`src/hw/rtl/brightest_pixel_locator_top_defines.svh`:
```
// Assertion macros for the brightest pixel locator.
`ifndef BRIGHTEST_PIXEL_LOCATOR_TOP_DEFINES_SVH
`define BRIGHTEST_PIXEL_LOCATOR_TOP_DEFINES_SVH

// same-cycle implication, disabled during reset
`define BPL_ASSERT_NOW(label, clk, rst, ante, cons) \
   label: assert property (@(posedge clk) disable iff (rst) (ante) |-> (cons)) \
      else $error("bpl: same-cycle check failed");

// next-cycle implication, disabled during reset
`define BPL_ASSERT_NEXT(label, clk, rst, ante, cons) \
   label: assert property (@(posedge clk) disable iff (rst) (ante) |=> (cons)) \
      else $error("bpl: next-cycle check failed");

`endif

```
`src/hw/rtl/bpl_pkg.sv`:
```
// Shared constants and types for the brightest pixel locator.
package bpl_pkg;

   localparam int COORD_BITS    = 12;
   localparam int FRACTION_BITS = 16;

   localparam int DIM_W      = 12;
   localparam int STRIDE_W   = 8;
   localparam int LEVEL_W    = 8;
   localparam int BRIGHT_W   = 10;
   localparam int OUT_W      = 16;
   localparam int CSR_IDX_W  = 2;
   localparam int CSR_DATA_W = 12;

   localparam int CMP_W  = ((COORD_BITS > DIM_W) ? COORD_BITS : DIM_W) + 1;
   localparam int STEP_W = $clog2(FRACTION_BITS);

   localparam logic [DIM_W-1:0]    WIDTH_RESET  = DIM_W'(640);
   localparam logic [DIM_W-1:0]    HEIGHT_RESET = DIM_W'(480);
   localparam logic [STRIDE_W-1:0] STRIDE_RESET = STRIDE_W'(19);

   typedef enum logic [CSR_IDX_W-1:0] {
      REG_FRAME_WIDTH   = 2'd0,
      REG_FRAME_HEIGHT  = 2'd1,
      REG_SAMPLE_STRIDE = 2'd2
   } reg_index_type;

endpackage

```
`src/hw/rtl/bpl_if.sv`:
```
// Handshake channel interfaces for pixel items, result items and register writes.
interface bpl_req_if import bpl_pkg::*; ();
   logic               valid;
   logic               ready;
   logic [LEVEL_W-1:0] red_level;
   logic [LEVEL_W-1:0] green_level;
   logic [LEVEL_W-1:0] blue_level;

   modport source (output valid, output red_level, output green_level,
                   output blue_level, input ready);
   modport sink   (input valid, input red_level, input green_level,
                   input blue_level, output ready);
endinterface

interface bpl_rsp_if import bpl_pkg::*; ();
   logic             valid;
   logic             ready;
   logic [OUT_W-1:0] x_fraction;
   logic [OUT_W-1:0] y_fraction;

   modport source (output valid, output x_fraction, output y_fraction, input ready);
   modport sink   (input valid, input x_fraction, input y_fraction, output ready);
endinterface

interface bpl_csr_if import bpl_pkg::*; ();
   logic                  valid;
   logic                  ready;
   logic [CSR_IDX_W-1:0]  index;
   logic [CSR_DATA_W-1:0] data;

   modport source (output valid, output index, output data, input ready);
   modport sink   (input valid, input index, input data, output ready);
endinterface

```
`src/hw/rtl/brightest_pixel_locator_top.sv`:
```
// Brightest pixel locator: sampled peak search with a shared serial divider.
// Ordinary pixel: one item per cycle while no frame end is pending.
// Frame-end pixel: ST_DIV_X, then ST_DIV_Y, then ST_LOAD into the result register,
// using one restoring compare-subtract unit once per quotient bit.
// Ready is low while the divider runs and while a finished result waits for the slot.
// Synchronous active-high reset: registers back to 640 x 480, stride 19, counters zero.
`include "brightest_pixel_locator_top_defines.svh"

module brightest_pixel_locator_top import bpl_pkg::*; (
   input  logic     clock,
   input  logic     reset,
   bpl_req_if.sink  req_if,
   bpl_rsp_if.source rsp_if,
   bpl_csr_if.sink  csr_if
);

   typedef enum logic [1:0] {ST_IDLE, ST_DIV_X, ST_DIV_Y, ST_LOAD} state_type;

   state_type state_ff, state_in;

   logic [DIM_W-1:0]      frame_width_ff, frame_width_in;
   logic [DIM_W-1:0]      frame_height_ff, frame_height_in;
   logic [STRIDE_W-1:0]   sample_stride_ff, sample_stride_in;

   logic [COORD_BITS-1:0] column_ff, column_in;
   logic [COORD_BITS-1:0] row_ff, row_in;
   logic [STRIDE_W-1:0]   phase_ff, phase_in;
   logic [BRIGHT_W-1:0]   best_bright_ff, best_bright_in;
   logic [COORD_BITS-1:0] best_col_ff, best_col_in;
   logic [COORD_BITS-1:0] best_row_ff, best_row_in;

   logic [DIM_W-1:0]         rem_ff, rem_in;
   logic [FRACTION_BITS-1:0] quo_ff, quo_in;
   logic [FRACTION_BITS-1:0] xq_ff, xq_in;
   logic [STEP_W-1:0]        step_ff, step_in;
   logic                     sat_ff, sat_in;
   logic [COORD_BITS-1:0]    ypos_ff, ypos_in;

   logic             rsp_valid_ff, rsp_valid_in;
   logic [OUT_W-1:0] rsp_x_ff, rsp_x_in;
   logic [OUT_W-1:0] rsp_y_ff, rsp_y_in;

   logic [DIM_W-1:0]      w_eff, h_eff, divisor;
   logic [STRIDE_W-1:0]   s_eff;
   logic [BRIGHT_W-1:0]   bright;
   logic                  take;
   logic [COORD_BITS-1:0] best_col_nx, best_row_nx;
   logic [BRIGHT_W-1:0]   best_bright_nx;
   logic [STRIDE_W:0]     phase_inc;
   logic [CMP_W-1:0]      col_inc, row_inc;
   logic                  row_end, frame_end, req_fire, slot_free, last_step;
   logic [DIM_W:0]        trial, trial_sub;
   logic                  fits;
   logic [FRACTION_BITS-1:0] quo_shift;

   assign w_eff = (frame_width_ff == '0) ? DIM_W'(1) : frame_width_ff;
   assign h_eff = (frame_height_ff == '0) ? DIM_W'(1) : frame_height_ff;
   assign s_eff = (sample_stride_ff == '0) ? STRIDE_W'(1) : sample_stride_ff;

   assign req_if.ready = (state_ff == ST_IDLE);
   assign req_fire     = req_if.valid && req_if.ready;
   assign csr_if.ready = 1'b1;

   assign rsp_if.valid      = rsp_valid_ff;
   assign rsp_if.x_fraction = rsp_x_ff;
   assign rsp_if.y_fraction = rsp_y_ff;
   assign slot_free         = !rsp_valid_ff || rsp_if.ready;

   // pixel datapath
   assign bright = BRIGHT_W'(req_if.red_level) + BRIGHT_W'(req_if.green_level)
                 + BRIGHT_W'(req_if.blue_level);
   assign take           = (phase_ff == '0) && (bright > best_bright_ff);
   assign best_bright_nx = take ? bright : best_bright_ff;
   assign best_col_nx    = take ? column_ff : best_col_ff;
   assign best_row_nx    = take ? row_ff : best_row_ff;
   assign phase_inc      = {1'b0, phase_ff} + (STRIDE_W+1)'(1);
   assign col_inc        = CMP_W'(column_ff) + CMP_W'(1);
   assign row_inc        = CMP_W'(row_ff) + CMP_W'(1);
   assign row_end        = col_inc >= CMP_W'(w_eff);
   assign frame_end      = row_end && (row_inc >= CMP_W'(h_eff));

   // shared restoring divider step
   assign divisor   = (state_ff == ST_DIV_Y) ? h_eff : w_eff;
   assign trial     = {rem_ff, 1'b0};
   assign fits      = trial >= {1'b0, divisor};
   assign trial_sub = fits ? (trial - {1'b0, divisor}) : trial;
   assign quo_shift = {quo_ff[FRACTION_BITS-2:0], fits};
   assign last_step = (step_ff == STEP_W'(FRACTION_BITS - 1));

   always_comb begin
      state_in         = state_ff;
      frame_width_in   = frame_width_ff;
      frame_height_in  = frame_height_ff;
      sample_stride_in = sample_stride_ff;
      column_in        = column_ff;
      row_in           = row_ff;
      phase_in         = phase_ff;
      best_bright_in   = best_bright_ff;
      best_col_in      = best_col_ff;
      best_row_in      = best_row_ff;
      rem_in           = rem_ff;
      quo_in           = quo_ff;
      xq_in            = xq_ff;
      step_in          = step_ff;
      sat_in           = sat_ff;
      ypos_in          = ypos_ff;
      rsp_valid_in     = rsp_valid_ff && !rsp_if.ready;
      rsp_x_in         = rsp_x_ff;
      rsp_y_in         = rsp_y_ff;

      if (csr_if.valid && csr_if.ready) begin
         case (csr_if.index)
            REG_FRAME_WIDTH:   frame_width_in   = DIM_W'(csr_if.data);
            REG_FRAME_HEIGHT:  frame_height_in  = DIM_W'(csr_if.data);
            REG_SAMPLE_STRIDE: sample_stride_in = STRIDE_W'(csr_if.data);
            default: ;
         endcase
      end

      case (state_ff)
         ST_IDLE: begin
            if (req_fire) begin
               phase_in = (phase_inc >= {1'b0, s_eff}) ? '0 : phase_inc[STRIDE_W-1:0];
               if (frame_end) begin
                  // hand the winner to the divider, clear for the next frame
                  rem_in         = DIM_W'(best_col_nx);
                  sat_in         = CMP_W'(best_col_nx) >= CMP_W'(w_eff);
                  ypos_in        = best_row_nx;
                  step_in        = '0;
                  state_in       = ST_DIV_X;
                  column_in      = '0;
                  row_in         = '0;
                  phase_in       = '0;
                  best_bright_in = '0;
                  best_col_in    = '0;
                  best_row_in    = '0;
               end else begin
                  best_bright_in = best_bright_nx;
                  best_col_in    = best_col_nx;
                  best_row_in    = best_row_nx;
                  if (row_end) begin
                     column_in = '0;
                     row_in    = COORD_BITS'(row_inc);
                  end else begin
                     column_in = COORD_BITS'(col_inc);
                  end
               end
            end
         end
         ST_DIV_X: begin
            rem_in  = trial_sub[DIM_W-1:0];
            quo_in  = quo_shift;
            step_in = step_ff + STEP_W'(1);
            if (last_step) begin
               xq_in    = sat_ff ? '1 : quo_shift;
               rem_in   = DIM_W'(ypos_ff);
               sat_in   = CMP_W'(ypos_ff) >= CMP_W'(h_eff);
               step_in  = '0;
               state_in = ST_DIV_Y;
            end
         end
         ST_DIV_Y: begin
            rem_in  = trial_sub[DIM_W-1:0];
            quo_in  = quo_shift;
            step_in = step_ff + STEP_W'(1);
            if (last_step) begin
               quo_in   = sat_ff ? '1 : quo_shift;
               state_in = ST_LOAD;
            end
         end
         ST_LOAD: begin
            if (slot_free) begin
               rsp_valid_in = 1'b1;
               rsp_x_in     = OUT_W'(xq_ff);
               rsp_y_in     = OUT_W'(quo_ff);
               state_in     = ST_IDLE;
            end
         end
         default: state_in = ST_IDLE;
      endcase
   end

   always_ff @(posedge clock) begin
      if (reset) begin
         state_ff         <= ST_IDLE;
         frame_width_ff   <= WIDTH_RESET;
         frame_height_ff  <= HEIGHT_RESET;
         sample_stride_ff <= STRIDE_RESET;
         column_ff        <= '0;
         row_ff           <= '0;
         phase_ff         <= '0;
         best_bright_ff   <= '0;
         best_col_ff      <= '0;
         best_row_ff      <= '0;
         rsp_valid_ff     <= 1'b0;
      end else begin
         state_ff         <= state_in;
         frame_width_ff   <= frame_width_in;
         frame_height_ff  <= frame_height_in;
         sample_stride_ff <= sample_stride_in;
         column_ff        <= column_in;
         row_ff           <= row_in;
         phase_ff         <= phase_in;
         best_bright_ff   <= best_bright_in;
         best_col_ff      <= best_col_in;
         best_row_ff      <= best_row_in;
         rsp_valid_ff     <= rsp_valid_in;
      end
      rem_ff   <= rem_in;
      quo_ff   <= quo_in;
      xq_ff    <= xq_in;
      step_ff  <= step_in;
      sat_ff   <= sat_in;
      ypos_ff  <= ypos_in;
      rsp_x_ff <= rsp_x_in;
      rsp_y_ff <= rsp_y_in;
   end

   `BPL_ASSERT_NOW(a_best_zero_at_origin, clock, reset, best_bright_ff == '0,
                   best_col_ff == '0 && best_row_ff == '0)
   `BPL_ASSERT_NOW(a_result_from_load, clock, reset, $rose(rsp_valid_ff),
                   $past(state_ff) == ST_LOAD)
   `BPL_ASSERT_NEXT(a_x_then_y, clock, reset, state_ff == ST_DIV_X && last_step,
                    state_ff == ST_DIV_Y && step_ff == '0)

endmodule
```
`src/flat_wrapper.sv`:
```
// flat-port wrapper written by rule: the top's interface ports become plain ports
module brightest_pixel_locator_top_flat import bpl_pkg::*;
  (clock, reset, req_if_valid, req_if_red_level, req_if_green_level, req_if_blue_level, req_if_ready, rsp_if_valid, rsp_if_x_fraction, rsp_if_y_fraction, rsp_if_ready, csr_if_valid, csr_if_index, csr_if_data, csr_if_ready);
  bpl_req_if req_if_i ();
  bpl_rsp_if rsp_if_i ();
  bpl_csr_if csr_if_i ();
  input  logic clock;
  input  logic reset;
  input wire logic [$bits(req_if_i.valid)-1:0] req_if_valid;
  input wire logic [$bits(req_if_i.red_level)-1:0] req_if_red_level;
  input wire logic [$bits(req_if_i.green_level)-1:0] req_if_green_level;
  input wire logic [$bits(req_if_i.blue_level)-1:0] req_if_blue_level;
  output wire logic [$bits(req_if_i.ready)-1:0] req_if_ready;
  output wire logic [$bits(rsp_if_i.valid)-1:0] rsp_if_valid;
  output wire logic [$bits(rsp_if_i.x_fraction)-1:0] rsp_if_x_fraction;
  output wire logic [$bits(rsp_if_i.y_fraction)-1:0] rsp_if_y_fraction;
  input wire logic [$bits(rsp_if_i.ready)-1:0] rsp_if_ready;
  input wire logic [$bits(csr_if_i.valid)-1:0] csr_if_valid;
  input wire logic [$bits(csr_if_i.index)-1:0] csr_if_index;
  input wire logic [$bits(csr_if_i.data)-1:0] csr_if_data;
  output wire logic [$bits(csr_if_i.ready)-1:0] csr_if_ready;
  assign req_if_i.valid = req_if_valid;
  assign req_if_i.red_level = req_if_red_level;
  assign req_if_i.green_level = req_if_green_level;
  assign req_if_i.blue_level = req_if_blue_level;
  assign req_if_ready = req_if_i.ready;
  assign rsp_if_valid = rsp_if_i.valid;
  assign rsp_if_x_fraction = rsp_if_i.x_fraction;
  assign rsp_if_y_fraction = rsp_if_i.y_fraction;
  assign rsp_if_i.ready = rsp_if_ready;
  assign csr_if_i.valid = csr_if_valid;
  assign csr_if_i.index = csr_if_index;
  assign csr_if_i.data = csr_if_data;
  assign csr_if_ready = csr_if_i.ready;
  brightest_pixel_locator_top u_core (.clock(clock), .reset(reset), .req_if(req_if_i), .rsp_if(rsp_if_i), .csr_if(csr_if_i));
endmodule
```
`config.mk`:
```
export PLATFORM = sky130hd
export DESIGN_NAME = brightest_pixel_locator_top_flat
export DESIGN_NICKNAME = d
export VERILOG_FILES = /design/src/hw/rtl/bpl_pkg.sv /design/src/hw/rtl/bpl_if.sv /design/src/hw/rtl/brightest_pixel_locator_top.sv /design/src/flat_wrapper.sv
export VERILOG_INCLUDE_DIRS = /design/src /design/src/hw/rtl
export SDC_FILE = /design/constraint.sdc
export NUM_CORES = 1
export LEC_CHECK = 0
export BUFFER_PORTS_ARGS = -buffer_cell sky130_fd_sc_hd__buf_2
export CAP_MARGIN = 40
export CORE_MARGIN = 4
export CORE_UTILIZATION = 64
export DETAILED_ROUTE_END_ITERATION = 8
export PLACE_DENSITY_LB_ADDON = 0.15
export SLEW_MARGIN = 10
export SYNTH_ARGS = -nofsm -noshare
export SYNTH_HDL_FRONTEND = slang
export SYNTH_SLANG_ARGS = --single-unit
```
`constraint.sdc`:
```
create_clock -name clock -period 15.7 [get_ports clock]
set_input_delay 1.57 -clock clock [delete_from_list [all_inputs] [get_ports clock]]
set_output_delay 1.57 -clock clock [all_outputs]
set_load 0.02 [all_outputs]
```
==> reports/summary.md, run 1 <==
The run finished with clean final reports. The wire-length estimate of the detail-placed layout is 19100 um. The upper clock frequency limit was 147 MHz.

Yosys attributes the largest share of cell area to sky130_fd_sc_hd__edfxtp_1 (25%), sky130_fd_sc_hd__dfxtp_1 (18%), sky130_fd_sc_hd__ha_1 (12%). In this run the mean area of a mapped cell was 9.93 um2. The tools report the leakage power of the design as 5.11 nW. The first TritonRoute pass finished after 5 iterations.

In this run the tool buffered the top-level ports with 76 buffer cells. The wire length of the first global-routing pass was 42200 um; the number of routed nets with antenna violations was 0. At the end of routability-driven placement, the weighted congestion stood at 0.927. The global-route usage over all layers was 0.270. The logs give 0 for the number of antenna violations at the first check in global routing and 0.45 ns for the worst-skew pair later-pin latency. Across the routed clock network, the largest skew measured is 0.0105 ns.

After technology mapping, the gate count stands at 1104. The number of placed instances, taps included, is 1371. Of all nets on the critical path, the largest fanout is 25. The run gives 0 as the count of final setup violators. By count the netlist is led by sky130_fd_sc_hd__ha_1 (103), sky130_fd_sc_hd__dfxtp_1 (101), sky130_fd_sc_hd__edfxtp_1 (93). The remaining global-route overflow is 0. The biggest area contributor in the post-synthesis netlist is sky130_fd_sc_hd__edfxtp_1. The hold violation count in the final report was 0; the number of inserted diodes was 0. The clock drives 194 sinks.

The clock passes through at most 2 buffers. The floorplan step defined a core boundary enclosing 16700 um2. Counting distinct cell types in the post-synthesis netlist gives 72. The run gives 8293 as the via count of the first global-routing pass. After the first detailed-routing iteration, the DRC count stood at 583. The run gives 0 as the final number of max-transition violations. Category of the critical setup timing path: in2reg. The tools report the proportion of synthesized chip area in sequential cells as 0.439.

The die width came out at 139 um. The worst setup path is captured at a register. The number of hold buffers added after CTS was 0. The worst setup path is launched from an input port. The run gives 12200 um2 as the final standard cell area without fillers. Compared with the post-synthesis result, the final layout area differs by 11.3%. The area after detailed placement is 11600 um2.

The synthesized design contains 194 register bits. The core occupancy in the finished layout was 0.731. The H-tree generated during clock tree synthesis spans 4 levels. In this run, synthesis inferred 93 flip-flops with an integrated enable. The layout cell share with drive strength beyond 1 was 0.162; the starting density of the core was 0.656. The most used flip-flop cell after synthesis is sky130_fd_sc_hd__dfxtp_1.

The part of the cycle the worst path needs works out to 0.434. The post-layout total power is 1.35 mW. The run gives 7.00 ns as the arrival time at the worst endpoint. The net count of the finished layout is 1319. The share of flip-flops with an asynchronous set or reset after synthesis is 0, and the die area is 19300 um2. For this run, design rule violations remaining after detail routing come to 0. Max-cap violations in this run came to 0.

Counting the fill cells in the layout gives 1221. Once the clock tree was built, the setup fixing pass inserted 0 buffers. The library cell contributing the largest single delay on the critical path was sky130_fd_sc_hd__buf_4. The number of standard-cell rows in the floorplan was 47. The tools report the number of warning messages in the yosys log as 0. Power spread over the standard cell area amounts to 111 nW/um2. The cell area that synthesis handed to floorplanning was 11000 um2.

The tools report the CTS buffer count as 17. The count of vias placed by the detailed router is 8510. Clock-pin slew was measured on the worst setup and hold paths at 0.09 ns. The area share of the largest cell type after synthesis came out at 0.255.

The clock tree root buffer cell is sky130_fd_sc_hd__clkbuf_16. In the final routed layout, each cell accounts on average for 18.5 um. The headroom to the max-slew limit is 0.405, and the post-route non-filler standard cell count is 1403. Entering global routing, the biggest net connects 73 pins.

The worst path needs 6.81 ns of the cycle, external delays included. Across the VDD grid, the largest voltage drop is 0.0000901 V. The most numerous cell type found on the critical path is sky130_fd_sc_hd__a21oi_1. Setup repair after global routing left no endpoint under its margin. For the pin with the worst max-slew slack, the measured transition is 0.888 ns. Across all setup checks in the final design, the least slack found is 8.89 ns. The synthesized netlist net count was 1253; the final hold slack was 0.424 ns. From bottom edge to top edge, the die measures 139 um. During I/O placement, the number of pins put on the boundary was 78. The most frequently used cell type in the post-synthesis netlist was sky130_fd_sc_hd__ha_1. The longest individual stage delay on the worst path was 0.40 ns; the pre-CTS setup slack was 8.44 ns.

The tools report the total wire length as 25900 um. Number of gates resized after CTS: 0. Data on the critical path is required at its endpoint by 15.89 ns. The sum of negative setup slack was 0 ns; the mean number of vias per cell was 6.07. TritonCTS built the clock tree. The classification of the worst-slack hold path is reg2reg.
flip-flops by register name (all words and copies together), names as in the netlist, 8 cells and up:
signal	flops
u_core.best_bright_ff	10
u_core.rsp_if.x_fraction	16
u_core.xq_ff	16
u_core.rem_ff	12
u_core.frame_width_ff	12
u_core.sample_stride_ff	8
u_core.phase_ff	8
u_core.row_ff	12
u_core.quo_ff	16
u_core.rsp_if.y_fraction	16
u_core.ypos_ff	12
u_core.best_row_ff	12
u_core.best_col_ff	12
u_core.column_ff	12
u_core.frame_height_ff	12
per-layer routing:
metal | wire length (um) | track usage | vias up
met1 | 11100 | 0.349 | 4052
met5 | 0 | 0 | -
met4 | 595 | 0.0839 | 0
met3 | 1750 | 0.0572 | 47
li1 | - | - | 4125
met2 | 12500 | 0.458 | 286
path summary, 6_finish.rpt:
path	start	end	slack (ns)	cells after the start
hold reg to reg	u_core.xq_ff[8]	u_core.rsp_if.x_fraction[8]	0.42	0
setup / recovery	req_if_green_level[0]	u_core.sat_ff	8.89	31
hold / removal	u_core.xq_ff[8]	u_core.rsp_if.x_fraction[8]	0.42	0
setup reg to reg	u_core.column_ff[0]	u_core.phase_ff[5]	11.51	14
cells in the final DEF, fill, tap and decap left out, types with 4 or more instances in the layout:
cell type                   Yosys  routed
sky130_fd_sc_hd__nor2b_1       10       9
sky130_fd_sc_hd__o31ai_1       15      15
sky130_fd_sc_hd__o21ai_0       49      49
sky130_fd_sc_hd__o21a_1         6       6
sky130_fd_sc_hd__clkbuf_16      0      17
sky130_fd_sc_hd__or2_2         35      35
sky130_fd_sc_hd__a32o_1        17      17
sky130_fd_sc_hd__mux2_2        16      16
sky130_fd_sc_hd__clkinv_8       0       5
sky130_fd_sc_hd__buf_2          5      76
sky130_fd_sc_hd__and3_1        14      14
sky130_fd_sc_hd__mux2i_1       35      35
sky130_fd_sc_hd__a211o_1        8       8
sky130_fd_sc_hd__nand3b_1      14      14
sky130_fd_sc_hd__o221ai_1       7       7
sky130_fd_sc_hd__a21o_1        19      19
sky130_fd_sc_hd__buf_4          2      13
sky130_fd_sc_hd__nor4_1         8       8
sky130_fd_sc_hd__nor2_1        70      68
sky130_fd_sc_hd__a211oi_1       6       6
sky130_fd_sc_hd__inv_12         0       4
sky130_fd_sc_hd__xor2_1        23      23
sky130_fd_sc_hd__nor3_1        12      12
sky130_fd_sc_hd__inv_1         78      78
sky130_fd_sc_hd__nand2_1       90      90
sky130_fd_sc_hd__inv_8          0       4
sky130_fd_sc_hd__nand3_1       41      41
sky130_fd_sc_hd__xnor2_1       30      30
sky130_fd_sc_hd__a31oi_1        9       9
sky130_fd_sc_hd__o41ai_1        4       4
sky130_fd_sc_hd__edfxtp_1      93      93
sky130_fd_sc_hd__nand2b_1      12      12
sky130_fd_sc_hd__a21oi_1       71      71
sky130_fd_sc_hd__nand4_1       11      11
sky130_fd_sc_hd__dfxtp_1      101     101
sky130_fd_sc_hd__ha_1         103     103
where the power goes:
group / leakage, nW / switching (mW) / internal, mW / total, mW
logic: 3.12 / 0.189 / 0.130 / 0.318
registers: 1.69 / 0.0188 / 0.560 / 0.579
clock network: 0.306 / 0.232 / 0.223 / 0.455
total: 5.11 / 0.440 / 0.912 / 1.35
final cells by class:
class                   count  area (um2)  area share
inverters                  78         293      0.0240
repair buffers             90         493      0.0404
well taps                 220         275      0.0226
flip-flops and latches    194        4810       0.394
clock buffers              17         425      0.0349
multi-input cells         789        5700       0.467
clock inverters            15         209      0.0171
critical path: cells and delay by family:
kind                       cells  cell delay [ns]
buffers and inverters          4             0.62
xor gates and xnor gates       2             0.30
adders and majority gates      5             1.28
AOI/OAI and AO/OA             13             2.08
and+or+nand+nor                6             0.81
muxes                          1             0.31
kinds of logic (layout without fill, tap and decap cells):
logic type | Yosys count | count (layout) | synth area share
buffers and inverters | 121 | 200 | 0.0434
multiplexers | 51 | 51 | 0.0484
flip-flops | 194 | 194 | 0.439
other | 1 | 1 | 0.000342
AO/OA/AOI/OAI | 241 | 241 | 0.147
AND/OR/NAND/NOR | 337 | 337 | 0.156
adder cells (fa/ha/maj) | 106 | 106 | 0.123
XOR/XNOR | 53 | 53 | 0.0423
Note: power is estimated with default switching activity, not from simulation.
==> inputs of run 2 (changes only) <==
--- a/config.mk
+++ b/config.mk
@@ -9,7 +9,7 @@
 export BUFFER_PORTS_ARGS = -buffer_cell sky130_fd_sc_hd__buf_2
 export CAP_MARGIN = 40
 export CORE_MARGIN = 4
-export CORE_UTILIZATION = 64
+export CORE_UTILIZATION = 55
 export DETAILED_ROUTE_END_ITERATION = 8
 export PLACE_DENSITY_LB_ADDON = 0.15
 export SLEW_MARGIN = 10
==> constraint.sdc (replaced) <==
create_clock -name clock -period 6 [get_ports clock]
set_input_delay 0.6 -clock clock [delete_from_list [all_inputs] [get_ports clock]]
set_output_delay 0.6 -clock clock [all_outputs]
set_load 0.02 [all_outputs]
==> run 2 against run 1 <==
- final cell count grew 4.1%
- clock skew rose by 0.0034 ns
- first-iteration DRC count down 2.1%
- worst setup slack got worse by 8.4 ns
- clock power increased to 2.7 times the previous value
- register-to-register slack got worse by 9.8 ns
- routed wire length down 1.9%
- via count shrank 1.0%
- power grew to 2.7 times the previous value
- worst hold slack barely moved
- non-clock buffer count increased by 12
- sequential share of layout area is 0.62 points lower
- largest cell class unchanged
- highest routed layer unchanged
==> reports/summary.md, run 2 (synthesis results as in run 1) <==
The run gives 0 ns as the sum of negative setup slack. The floorplan has 51 rows. The final number of max-transition violations is 0, and the leakage power of the design is 5.18 nW. The final net count is 1331. The total wire length was 25400 um. For the worst-skew pair, the clock arrives at the later sink with an insertion delay of 0.44 ns. Number of sinks handled by clock tree synthesis: 194.

After clock tree synthesis, the clock-pin slew on the worst setup and hold paths is 0.08 ns. The slack of the critical path came out at 0.447 ns. Counting the buffers created by CTS gives 17. TritonCTS built the clock tree. The final route contains 8423 vias.

The flow ran to the end, and the final reports show no timing, DRC or antenna violations. After filler insertion, the fill cell instance count of the layout stands at 1650. Slack of the worst reg-to-reg path: 1.69 ns. The part of the cycle the worst path needs is 0.926, and the remaining global-route overflow is 0.

After layout, the design draws a total of 3.67 mW. The run gives 0.000205 V as the maximum VDD drop. The logs give 73 for the maximum number of pins on one net before global-route repair and 0.902 for the weighted congestion at the end of routability-driven global placement.

The worst hold path belongs to the class in2reg. The tools report the worst flop-to-flop path startpoint as u_core.column_ff[0]. In this run the standard cell core region covers 19500 um2.

The via count of the first global-routing pass was 8167. The number of antenna violations at the first check in global routing is 0. The vertical die dimension is 149 um, and the total area of multi-input combinational cells is 5710 um2. The count of buffers added on input and output ports is 76. The tools report the wire length of the first global-routing pass as 42000 um. Among all stages on the critical path, the largest delay is contributed by sky130_fd_sc_hd__o41ai_4. The logs give 0 for the count of maximum capacitance violations and 4 for the H-tree depth. The headroom to the max-slew limit was 0.400. In this run the clock root is driven by a sky130_fd_sc_hd__clkbuf_16. The layout cell share with drive strength beyond 1 is 0.172, and the post-detailed-route wirelength per cell is 17.4 um. For the DRC violation total after the first TritonRoute iteration, the log shows 571. The starting density of the core was 0.561.

The tools report the maximum buffer depth of the clock tree as 2. The longest individual stage delay on the worst path came out at 0.34 ns. Power spread over the standard cell area amounts to 296 nW/um2. In the layout the commonest cells are sky130_fd_sc_hd__ha_1 (103), sky130_fd_sc_hd__dfxtp_1 (101), sky130_fd_sc_hd__edfxtp_1 (93), sky130_fd_sc_hd__nand2_1 (90), sky130_fd_sc_hd__inv_1 (78).

For the final database, setup skew stands at 0.0139 ns. Highest net fanout along the worst path: 7. Number of routed nets with antenna violations: 0. The die is 149 um wide. In this design, the critical path's most frequently occurring cell is sky130_fd_sc_hd__a21oi_1. Including well taps, the total number of placed cells is 1426. The tools report the destination of the worst hold path as u_core.frame_height_ff[1].

Once layout is complete, the cells apart from fillers number 1460. STA classifies the critical path startpoint as an input port. The tools report the global-route usage over all layers as 0.236.

The growth of design area from synthesis to finish was 13.1%. The library cell used most frequently in the layout, excluding fill and tap cells, is sky130_fd_sc_hd__ha_1. The worst-margin pin slew is 0.896 ns. Subtracting the final worst setup slack from the clock period gives 5.55 ns. The mean number of vias per cell came out at 5.77. The arrival time at the worst endpoint was 5.74 ns. The sum of net half-perimeters after detailed placement came out at 18800 um. The length of the first detailed-routing pass in iterations was 5. 78 I/O pins were placed.

Hold violation count in the final report: 0. The path depth of the worst reg2reg path works out to 14. For the number of inserted diodes, the log shows 0. In the routed design, unresolved DRC markers number 0.

In the final layout, flip-flops and latches occupy 4810 um2. The startpoint identified for the worst hold timing path is csr_if_data[1]. The die covers 22300 um2. Nature of the critical path endpoint: a register.

Setup violations remaining at the end of the flow were counted as 0. Category of the critical setup timing path: in2reg. Static timing analysis puts the maximum clock frequency at 180 MHz. At the placement stage, the worst setup path has a slack of -0.0926 ns. In this run the critical register-to-register path is captured at u_core.phase_ff[5]. Data on the critical path is required at its endpoint by 6.19 ns.

The hold buffer count at CTS came out at 0. The worst hold path passes through 3 cells.
## run 2: cell type report
type / instances / area share
Clock buffer: 17 / 0.0343
Clock inverter: 15 / 0.0192
Inverter: 78 / 0.0236
Multi-Input combinational cell: 789 / 0.460
Sequential cell: 194 / 0.388
Tap cell: 265 / 0.0267
Timing Repair Buffer: 102 / 0.0476
## run 2: worst max-delay path: cells and delay by family
family	cells	cell delay, ns
muxes	1	0.25
AOI/OAI and AO/OA	13	2.07
buffers and inverters	4	0.42
xor gates and xnor gates	2	0.33
and+or+nand+nor	6	0.83
adders and majority gates	5	1.22
## run 2: what timing repair did
item / 4_1_cts / 5_1_grt
buffers inserted: 0 / 2
resized for setup: 0 / 3
setup endpoints to repair: 0 / 1
hold endpoints to repair: 0 / 0
## run 2: how the worst max path moves through the flow
stage,cells after the start,start,endpoint
floorplan,30,req_if_green_level[0],u_core.sat_ff
global placement,31,req_if_green_level[0],u_core.sat_ff
detailed placement,31,req_if_green_level[0],u_core.sat_ff
CTS,31,req_if_green_level[0],u_core.sat_ff
global route,31,req_if_green_level[0],u_core.sat_ff
finish,31,req_if_green_level[0],u_core.sat_ff
## run 2: where the power goes
part           total (mW)  switching [mW]  internal [mW]  leakage [nW]
logic               0.902           0.514          0.388          3.17
registers            1.51          0.0457           1.47          1.69
clock network        1.25           0.650          0.605         0.320
## run 2: metrics by stage
stage / instance area, um2 / hold WS, ns / util
after global placement: 11700 / 0.402 / 0.598
after floorplan: 11000 / 0.400 / -
after global routing: 12400 / 0.416 / 0.635
final: 12400 / 0.424 / 0.635
after detailed placement: 11700 / 0.405 / 0.600
after CTS: 12400 / 0.402 / 0.633
## run 2: per-layer routing
metal / part of all wire / routed length [um] / vias to the layer above / global-route usage
li1: - / - / 4149 / -
met1: 0.46 / 11700 / 3992 / 0.324
met2: 0.47 / 12000 / 248 / 0.395
met3: 0.053 / 1340 / 34 / 0.0349
met4: 0.016 / 415 / 0 / 0.0618
met5: 0 / 0 / - / 0
==> inputs of run 3 (changes only) <==
--- a/config.mk
+++ b/config.mk
@@ -6,10 +6,12 @@
 export SDC_FILE = /design/constraint.sdc
 export NUM_CORES = 1
 export LEC_CHECK = 0
+export ABC_AREA = 1
 export BUFFER_PORTS_ARGS = -buffer_cell sky130_fd_sc_hd__buf_2
 export CAP_MARGIN = 40
 export CORE_MARGIN = 4
 export CORE_UTILIZATION = 55
+export CTS_CLUSTER_SIZE = 25
 export DETAILED_ROUTE_END_ITERATION = 8
 export PLACE_DENSITY_LB_ADDON = 0.15
 export SLEW_MARGIN = 10
==> run 3 against run 2 <==
- core utilization shrank 0.30 points
- clock-buffer cell count stayed put
- fmax up 5.1%
- cell area increased by 0.50%
- area after synthesis rose by 2.0%
- worst hold slack worse by 0.014 ns
- non-clock buffer count shrank 12
- sequential share of layout area is 0.20 points lower
- global-route usage increased by 0.48 points
- critical path type unchanged
==> reports/summary.md, run 3 <==
The flow ran to the end, and the final reports show no timing, DRC or antenna violations. The number of routed nets with antenna violations came out at 0. The area growth from synthesis to layout is 11.4%. The run gives 4 as the H-tree depth. The classification of the worst-slack hold path is in2reg. In this run the standard cell core region covers 19700 um2. In this run, synthesis produced a sequential element count of 194. The cell type with the highest aggregate area in the netlist is sky130_fd_sc_hd__edfxtp_1.

Setup violations remaining at the end of the flow were counted as 0. The post-synthesis average cell area works out to 8.04 um2. From left edge to right edge, the die measures 151 um. The completed layout was analyzed and its total power is 5.14 mW. Port buffering added 76 buffers. For the length of the first detailed-routing pass in iterations, the log shows 6. The die covers 22700 um2. The synthesized instance count was 1391; the required arrival time at the worst endpoint was 6.20 ns. The tools report the global-route usage over all layers as 0.241.

Global routing finished with a remaining overflow of 0. For the proportion of synthesized chip area in sequential cells, the log shows 0.431. The clock drives 194 sinks. The first global-routing pass estimated 43300 um of wire.

The starting density of the core came out at 0.567. The synthesized netlist contains 47 unique library cells. The root buffer cell chosen for the clock tree is sky130_fd_sc_hd__clkbuf_16.

Sorting the synthesized cells by area gives the leading types as sky130_fd_sc_hd__edfxtp_1 (25%), sky130_fd_sc_hd__dfxtp_1 (18%), sky130_fd_sc_hd__ha_1 (12%). Setup repair after global routing left no endpoint under its margin. Setup total negative slack on the finished layout was measured at 0 ns. The post-route non-filler standard cell count was 1732. The area share of the largest cell type after synthesis is 0.250, and the worst-skew pair later-pin latency is 0.45 ns. 0 antenna diodes ended up in the layout. In this run the cell area of the synthesized design comes to 11200 um2. Counting stages on the worst path, the most repeated cell is sky130_fd_sc_hd__nand2_1. Layout cell share with drive strength beyond 1: 0.103.

The number of primary I/O pins came out at 78. In the routed design, unresolved DRC markers number 0. The worst setup path is captured at a register. TritonCTS built the clock tree. Detailed placement ended at an HPWL of 20200 um. Power per unit of standard cell area: 413 nW/um2. The tools report the count of maximum capacitance violations as 0. The logs give 8601 for the via count of the first global-routing pass and 0.0104 ns for the clock tree skew after final layout. Most used flip-flop cell after synthesis: sky130_fd_sc_hd__dfxtp_1. For the synthesized netlist net count, the log shows 1540. The area taken by flip-flops and latches was 4810 um2.

The library cell used most frequently in the layout, excluding fill and tap cells, is sky130_fd_sc_hd__nand2_1. The nature of the critical path startpoint is an input port. The layout has 1691 filler cells. In the final design database the tool counted 1603 nets. Counting both buffers and inverters, the worst setup path holds a total of 6. For the worst setup path, the data arrival time is 5.48 ns. The part of the cycle the worst path needs was 0.881; the final hold slack was 0.410 ns.

The post-detailed-route wirelength per cell was 15.4 um; the final number of max-transition violations was 0. In this run, the number of DRC markers left after iteration 0 of detailed routing was 724. The most frequently used cell type in the post-synthesis netlist is sky130_fd_sc_hd__nand2_1. The logs give 0.426 for the headroom to the max-slew limit and 0.000218 V for the maximum VDD drop. For the pin with the worst max-slew slack, the measured transition is 0.861 ns.

Grouping stages by cell kind, the critical path spends the most delay in compound AO/OA/AOI/OAI gates. Entering global routing, the biggest net connects 55 pins. The critical path is of the in2reg type. The analysis attributes to cell leakage a power of 5.52 nW. In this run, CTS created clock tree buffers numbering 17. The clock input transition at the sequential cells of the worst setup and hold paths is 0.08 ns. The number of antenna violations at the first check in global routing was 0; the highest net fanout along the worst path was 15. In the layout the commonest cells are sky130_fd_sc_hd__nand2_1 (343), sky130_fd_sc_hd__inv_1 (185), sky130_fd_sc_hd__a21oi_1 (164), sky130_fd_sc_hd__ha_1 (103), sky130_fd_sc_hd__dfxtp_1 (101). By count the netlist is led by sky130_fd_sc_hd__nand2_1 (343), sky130_fd_sc_hd__inv_1 (185), sky130_fd_sc_hd__a21oi_1 (165).

The detailed router placed 9323 vias in this run. Minimum clock period after layout: 5.29 ns. The total wire length came out at 26700 um. The vertical die dimension came out at 151 um. The synthesized design contains 93 enable-type register cells. For this design, the slowest cell found on the critical path is sky130_fd_sc_hd__fa_1.

Timing would allow up to 189 MHz. The share of flip-flops with an asynchronous set or reset after synthesis came out at 0. Row generation in the floorplan step produced 51 rows.

Total area of multi-input combinational cells: 5440 um2. The maximum buffer depth of the clock tree is 2, and the hold violation count in the final report is 0. The logs give 0.898 for the weighted congestion at the end of routability-driven global placement and 0 for the number of warning messages in the yosys log. The number of placed instances, taps included, is 1700. On the worst path, the slowest cell contributes a delay of 0.40 ns.

Using the TritonRoute via totals, the vias-per-cell ratio works out to 5.38.
run 3: what timing repair did:
item	CTS	global route
gates resized for setup	0	2
endpoints found under the setup margin	0	1
hold buffers	0	0
buffers inserted	0	0
endpoints found under the hold margin	0	0
run 3: cells by family after synthesis:
group           after synthesis  share of synthesized area
simple gates                529                      0.194
other cells                   1                   0.000335
xor+xnor                     37                     0.0290
compound gates              290                      0.142
fa+ha+maj                   106                      0.121
buf+inv                     234                     0.0836
flops                       194                      0.431
run 3: layout make-up:
type,count,share of cell area
Sequential cell,194,0.386
Inverter,188,0.0566
Clock buffer,17,0.0341
Multi-Input combinational cell,963,0.437
Clock inverter,15,0.0180
Timing Repair Buffer,90,0.0418
Tap cell,265,0.0266
run 3: power breakdown:
group          internal (mW)  switching (mW)  total (mW)
Sequential              1.66          0.0853        1.75
Combinational          0.698            1.47        2.17
Clock                  0.601           0.627        1.23
Total                   2.96            2.18        5.14
run 3: worst min-delay path, stage by stage:
cell and delay [ns]:
sky130_fd_sc_hd__buf_2 0.09, sky130_fd_sc_hd__nand2_1 0.05, sky130_fd_sc_hd__o211ai_1 0.07
run 3: metal layers:
layer,track usage,vias to the layer above,wire length [um]
met5,0,-,0
met2,0.388,267,12400
met3,0.0424,36,1620
met4,0.0644,0,521
li1,-,4726,-
met1,0.338,4294,12200
run 3: path summary, 6_finish.rpt:
| check | endpoint | slack [ns] | startpoint | cells past startpoint |
|---|---|---|---|---|
| setup / recovery | u_core.sat_ff | 0.71 | req_if_green_level[0] | 35 |
| hold / removal | u_core.frame_height_ff[8] | 0.41 | csr_if_data[8] | 3 |
| setup reg to reg | u_core.best_bright_ff[1] | 2.20 | u_core.row_ff[0] | 18 |
| hold reg to reg | u_core.rsp_if.x_fraction[4] | 0.42 | u_core.xq_ff[4] | 0 |
run 3: stage by stage:
stage	instance area, um2	utilization	worst slack [ns]
global placement	11700	0.596	0.213
detailed placement	11800	0.599	0.0681
finish	12500	0.632	0.714
global route	12500	0.632	0.0921
floorplan	11200	-	0.525
CTS	12500	0.632	0.503
